**config.mk**
```make
export PLATFORM = sky130hd
export DESIGN_NAME = psrq_ctrl
export DESIGN_NICKNAME = d
export VERILOG_FILES = /design/src/psrq_pkg.sv /design/src/psrq_ctrl.sv
export SDC_FILE = /design/constraint.sdc
export NUM_CORES = 1
export LEC_CHECK = 0
export BUFFER_PORTS_ARGS = -buffer_cell sky130_fd_sc_hd__buf_2
export CAP_MARGIN = 20
export CORE_AREA = 8 8 45 47
export CTS_CLUSTER_DIAMETER = 100
export DETAILED_ROUTE_END_ITERATION = 7
export DIE_AREA = 0 0 53 55
export GPL_ROUTABILITY_DRIVEN = 0
export PLACE_DENSITY = 0.51
export SYNTH_ARGS = -nofsm -noshare
export SYNTH_HDL_FRONTEND = slang
export SYNTH_SLANG_ARGS = --single-unit
```
**constraint.sdc**
```tcl
create_clock -name clk -period 2.95 [get_ports clk]
set_clock_uncertainty 0.1 [all_clocks]
set_input_delay 0.59 -clock clk [delete_from_list [all_inputs] [get_ports clk]]
set_output_delay 0.59 -clock clk [all_outputs]
set_load 0.1 [all_outputs]
```
**src/psrq_pkg.sv**
```systemverilog
// Shared constants, types and codes of the point set radius query block.
`default_nettype none
package psrq_pkg;
	localparam int MAX_POINTS = 64;
	localparam int COORD_BITS = 16;
	localparam int IDX_W      = $clog2(MAX_POINTS);
	localparam int CNT_W      = $clog2(MAX_POINTS + 1);
	localparam int GROUP_W    = 6;
	localparam int NUM_GROUPS = 1 << GROUP_W;
	localparam int TAG_W      = 16;
	localparam int REQ_W      = 4;
	localparam int STATUS_W   = 2;
	localparam int RAD_W      = COORD_BITS;
	localparam int R2_W       = 2 * RAD_W;
	localparam int DIFF_W     = COORD_BITS + 1;
	localparam int SQ_W       = 2 * DIFF_W;
	localparam int DIST_W     = SQ_W + 1;
	localparam int PT_W       = 2 * COORD_BITS + GROUP_W + TAG_W;

	localparam logic [STATUS_W-1:0] STATUS_OK   = 2'd0;
	localparam logic [STATUS_W-1:0] STATUS_FULL = 2'd1;
	localparam logic [STATUS_W-1:0] STATUS_NONE = 2'd2;

	typedef enum logic [REQ_W-1:0] {
		REQ_CLEAR        = 4'd0,
		REQ_APPEND       = 4'd1,
		REQ_NEAREST      = 4'd2,
		REQ_COUNT_IN     = 4'd3,
		REQ_COUNT_CIRCLE = 4'd4,
		REQ_COUNT_BOX    = 4'd5,
		REQ_REMOVE_IN    = 4'd6,
		REQ_REMOVE_GROUP = 4'd7,
		REQ_LIST         = 4'd8,
		REQ_LIST_MASKED  = 4'd9,
		REQ_LIST_GROUP   = 4'd10,
		REQ_GROUPS       = 4'd11,
		REQ_BBOX         = 4'd12
	} req_t;

	typedef enum logic [1:0] {
		ST_IDLE,
		ST_SCAN,
		ST_EMIT,
		ST_FINISH
	} state_t;

	typedef struct packed {
		logic signed [COORD_BITS-1:0] x;
		logic signed [COORD_BITS-1:0] y;
		logic [GROUP_W-1:0]           grp;
		logic [TAG_W-1:0]             tag;
	} point_t;

	// controller to datapath
	typedef struct packed {
		logic start;        // request word taken
		logic scan;         // store scan running
		logic pass2_start;  // restart scan for list output
		logic pass2;        // list output pass
		logic finish;       // load the single result word
	} cmd_t;

	// datapath to controller
	typedef struct packed {
		logic scan_done;
		logic list_hit;
		logic out_free;
	} sts_t;
endpackage
`default_nettype wire

```
**src/psrq_ctrl.sv**
```systemverilog
// Request sequencer: idle, scan, list output pass and single result.
`default_nettype none
module psrq_ctrl (
	input  wire logic                             clk,
	input  wire logic                             arst_n,
	input  wire logic                             in_valid,
	input  wire logic [psrq_pkg::REQ_W-1:0]       req_type,
	output logic                                  in_stall,
	output psrq_pkg::cmd_t                        cmd,
	input  wire psrq_pkg::sts_t                   sts
);
	psrq_pkg::state_t state_q, state_nx;
	logic             direct;

	// clear, append and unused codes need no scan
	assign direct = (req_type == psrq_pkg::REQ_CLEAR) || (req_type == psrq_pkg::REQ_APPEND)
		|| (req_type > psrq_pkg::REQ_BBOX);

	always_ff @(posedge clk or negedge arst_n) begin
		if (!arst_n) begin
			state_q <= psrq_pkg::ST_IDLE;
		end else begin
			state_q <= state_nx;
		end
	end

	// next state
	always_comb begin
		state_nx = state_q;
		case (state_q)
			psrq_pkg::ST_IDLE: begin
				if (in_valid) begin
					state_nx = direct ? psrq_pkg::ST_FINISH : psrq_pkg::ST_SCAN;
				end
			end
			psrq_pkg::ST_SCAN: begin
				if (sts.scan_done) begin
					state_nx = sts.list_hit ? psrq_pkg::ST_EMIT : psrq_pkg::ST_FINISH;
				end
			end
			psrq_pkg::ST_EMIT: begin
				if (sts.scan_done) begin
					state_nx = psrq_pkg::ST_IDLE;
				end
			end
			psrq_pkg::ST_FINISH: begin
				if (sts.out_free) begin
					state_nx = psrq_pkg::ST_IDLE;
				end
			end
			default: state_nx = psrq_pkg::ST_IDLE;
		endcase
	end

	// outputs
	always_comb begin
		in_stall        = 1'b1;
		cmd             = '0;
		case (state_q)
			psrq_pkg::ST_IDLE: begin
				in_stall  = 1'b0;
				cmd.start = in_valid;
			end
			psrq_pkg::ST_SCAN: begin
				cmd.scan        = 1'b1;
				cmd.pass2_start = sts.scan_done && sts.list_hit;
			end
			psrq_pkg::ST_EMIT: begin
				cmd.scan  = 1'b1;
				cmd.pass2 = 1'b1;
			end
			psrq_pkg::ST_FINISH: begin
				cmd.finish = sts.out_free;
			end
			default: in_stall = 1'b1;
		endcase
	end
endmodule
`default_nettype wire

```
# Word level (Yosys, flattened, before mapping)
# Index checks and enable logic that the tools add are counted.
# W data, S select, Z words.
op_classes:
  n_addsub: 0
  n_mul: 0
  n_div: 0
  n_lt_le_gt_ge: 1
  n_eq_ne: 8
  n_shift: 0
  n_mux: 13
  bitwise_logic: 0
  reduce_logical: 7
op_table:
  columns: ["op", "n"]
  rows:
  - ["$mux W2", 5]
  - ["$ne A2 B2 Y1 const B", 4]
  - ["$pmux W2 S4", 1]
  - ["$mux W1", 7]
  - ["$eq A2 B2 Y1 const B", 2]
  - ["$eq A4 B1 Y1 const B", 1]
  - ["$gt A4 B4 Y1 const B", 1]
  - ["$logic_not A4 Y1", 1]
  - ["$reduce_and A4 Y1", 1]
  - ["$eq A2 B1 Y1 const B", 1]
  - ["$logic_not A2 Y1", 1]
  - ["$logic_or A1 B1 Y1", 2]
  - ["$reduce_or A2 Y1", 1]
  - ["$logic_and A1 B1 Y1", 1]
word_totals:
  regBits: 2
  latch_bits: 0
  ram_bits: 0
  mem_bits_ro: 0
  inputBits: 10
  output_inout_bits: 6
  word_cells: 30
  n_memories: 0

# Depth between registers and ports, before layout
depth:
  ltp_word: 6
  mapped_depth: 5
  depth_no_buf: 5

# Least setup slack after synthesis
# Ideal clock, no wire load.
synth_timing:
  kind: "register -> register"
  start: "register state_q[0]"
  end: "register state_q[1]"
  arrival_time_ns: 1.969
  required_ns: 2.722
  slack_ns: 0.754
  stages_incl_launch_ff: 6
  path_cell_list: "dfrtp_1 > inv_1 > ha_1 > nor2_1 > o221ai_2 > mux2_1"
synth_via:
  elab_chain_len: 3
  elab_cells_between_ends: 10
  classes_between: "eq/ne (7); mux (1); reduce/logical (2)"
synth_lines:
  columns: ["item", "line_no", "text"]
  rows:
  - ["start, declared", "psrq_ctrl.sv:12", "psrq_pkg::state_t state_q, state_nx;"]
  - ["start signal, assigned", "psrq_ctrl.sv:21", "state_q <= psrq_pkg::ST_IDLE;"]
  - ["start signal, assigned", "psrq_ctrl.sv:23", "state_q <= state_nx;"]
  - ["$eq A2 B1 Y1, or another cell as far along", "psrq_ctrl.sv:30", "case (state_q)"]
  - ["$ne A2 B2 Y1 (no line)", null, null]
  - ["$reduce_and A4 Y1 (no line)", null, null]
# Several ways; a longest one is shown, not always the timed one.
# A chain may end at the register's enable or synchronous reset.

==> flow_summary.ini <==
[finish]
area_growth_pct = 53.1
fin_nets = 59
largest-register = state_q
reg_top3 = state_q: 2 flops
multi_input_area_sq_um = 156
most-common-layout-cells = buf_2, ha_1, inv_1
largest_reg_flops = 2
n_fill_cell = 159
drive_gt1_share_pct = 45.2
antennaDiodeCount = 0
regArea_sq_um = 50.0
final_common_cell = buf_2
finish.utilization_pct = 24.5

[detailed_routing]
drc = 0
wire_per_inst_microns = 9.64
ant_nets = 0
routed_via_density = 3.86
drtIter0Drc = 1
dr.pass1.iters = 3
wirelength_microns = 559
vias = 224

[timing]
setup-tns-final_ns = 0
fmax_mhz = 457
slew_headroom_pct = 67.7
hold_viol = 0
fin_crit_sh_pct = 74.2
rsz0062_at_grt = no
setup_slack_ns = 0.760
layout_min_cycle_time_ns = 2.19
final-max-slew-violation-count = 0
tightestPinTransition_ns = 0.488
finalSetupViolations = 0

[synthesis]
synth.net_count = 39
yosys_warnings = 0
netlist_top_cells_area = ha_1, dfrtp_1, inv_1, o221ai_2, and2_1
synth_cells = 24
yosysSeqAreaShare_pct = 22.6
synth_top_cell_by_area = ha_1
ys_seq_elements = 2
yosysTopAreaCellShare_pct = 28.2
yosysUniqueCellTypes = 14
avgSynthCellArea_sq_um = 9.23
syn-cell-area_sq_um = 221

[worst_setup_path]
worstPathMaxFanout = 4
crit_type = flip-flop to primary output
path_cells = inv_1 > ha_1 > and3_1 > buf_2
worstPathRequired_ns = 2.26
cp.arrival_ns = 1.50
endpoint_kind = primary output
critPathMaxStageDelay_ns = 0.42
critPathLaunchType = flip-flop
slowest_stage = buf_2

[job]
maxCapViolations = 0

[place]
portBuffers = 15
dpl_worst_slack_ns = 0.987

[clock_tree]
clk_latency_ns = 0.22
cts_sinks = 2
cts_resized = 0
numCtsBuffers = 3
post-cts-setup-buffer-count = 0
htree_levels = 1
hold_buffers = 0
cts_tree = yes
cts_buffer_depth = 2
path_clk_slew_ns = 0.03
cts_root_buf = clkbuf_4

[grt]
grt_pass1_wl_microns = 917
antenna_found_initial = 0
grt_use_total_pct = 4.48
grt_pass1_vias = 241
grt_max_degree = 5
gr-total-overflow = 0

[outcome]
status = finished clean

[floorplanning]
die_w_microns = 53
start_util_pct = 16.0
ios = 16
row_count = 14
fp.coreArea_sq_um = 1380
die-area_sq_um = 2920
dieHeight_microns = 55

[worst_hold_path]
hold_path.class = input port to asynchronous set/reset pin
[per-stage QoR]
stage | cell area [sq um] | std cells | hold slack, ns
2_1_floorplan | 221 | 24 | 0.194
3_3_place_gp | 317 | 55 | 0.277
3_5_place_dp | 317 | 55 | 0.278
4_1_cts | 339 | 58 | 0.0336
5_1_grt | 339 | 58 | 0.0406
6_report | 339 | 58 | 0.0450
[cell type report]
class                   instances  area share (%)
clock buffers                   3            6.64
repair buffers                 15            22.1
flip-flops and latches          2            14.8
well taps                      16            5.90
inverters                       4            4.43
multi-input cells              18            46.1
[synth_stat cells (all sizes together)]
cell and n:
nand2b 1, ha 5, inv 4, or3 1, mux2 1, a31oi 1, mux2i 1, nor2 2
a21oi 1, o221ai 1, and3 1, o211ai 1, dfrtp 2, and2 2
[critical path: cells and delay by family (launching register included)]
kind	cells	cell delay, ns
and+or+nand+nor	1	0.15
buffers and inverters	2	0.52
DFF	1	0.39
adders and majority gates	1	0.21
[path summary, 6_finish.rpt]
kind	from	end	slack [ns]	cells after the start
min	arst_n	state_q[0]$_DFFE_PN0P_	0.05	1
max	state_q[1]$_DFFE_PN0P_	cmd[2]	0.76	4
min in group clk	state_q[1]$_DFFE_PN0P_	state_q[1]$_DFFE_PN0P_	0.44	1
min reg2reg	state_q[1]$_DFFE_PN0P_	state_q[1]$_DFFE_PN0P_	0.44	1
max reg2reg	state_q[1]$_DFFE_PN0P_	state_q[1]$_DFFE_PN0P_	1.40	5
max in group asynchronous	arst_n	state_q[1]$_DFFE_PN0P_	2.61	1
[layer usage]
layer	GRT usage (%)	vias up	wire length, microns
li1	-	117	-
met1	4.56	93	238
met2	6.25	14	222
met3	2.14	0	98
met4	5.17	0	0
met5	0	-	0
[cell families after synthesis]
group	share of synthesized area [%]
AND/OR/NAND/NOR	17.5
adder cells (fa/ha/maj)	28.2
flip-flops	22.6
AO/OA/AOI/OAI	15.3
multiplexers	9.60
buffers and inverters	6.78
Power is not shown: default switching activity piles up to over one toggle a cycle in this logic, so the estimate is an artifact.
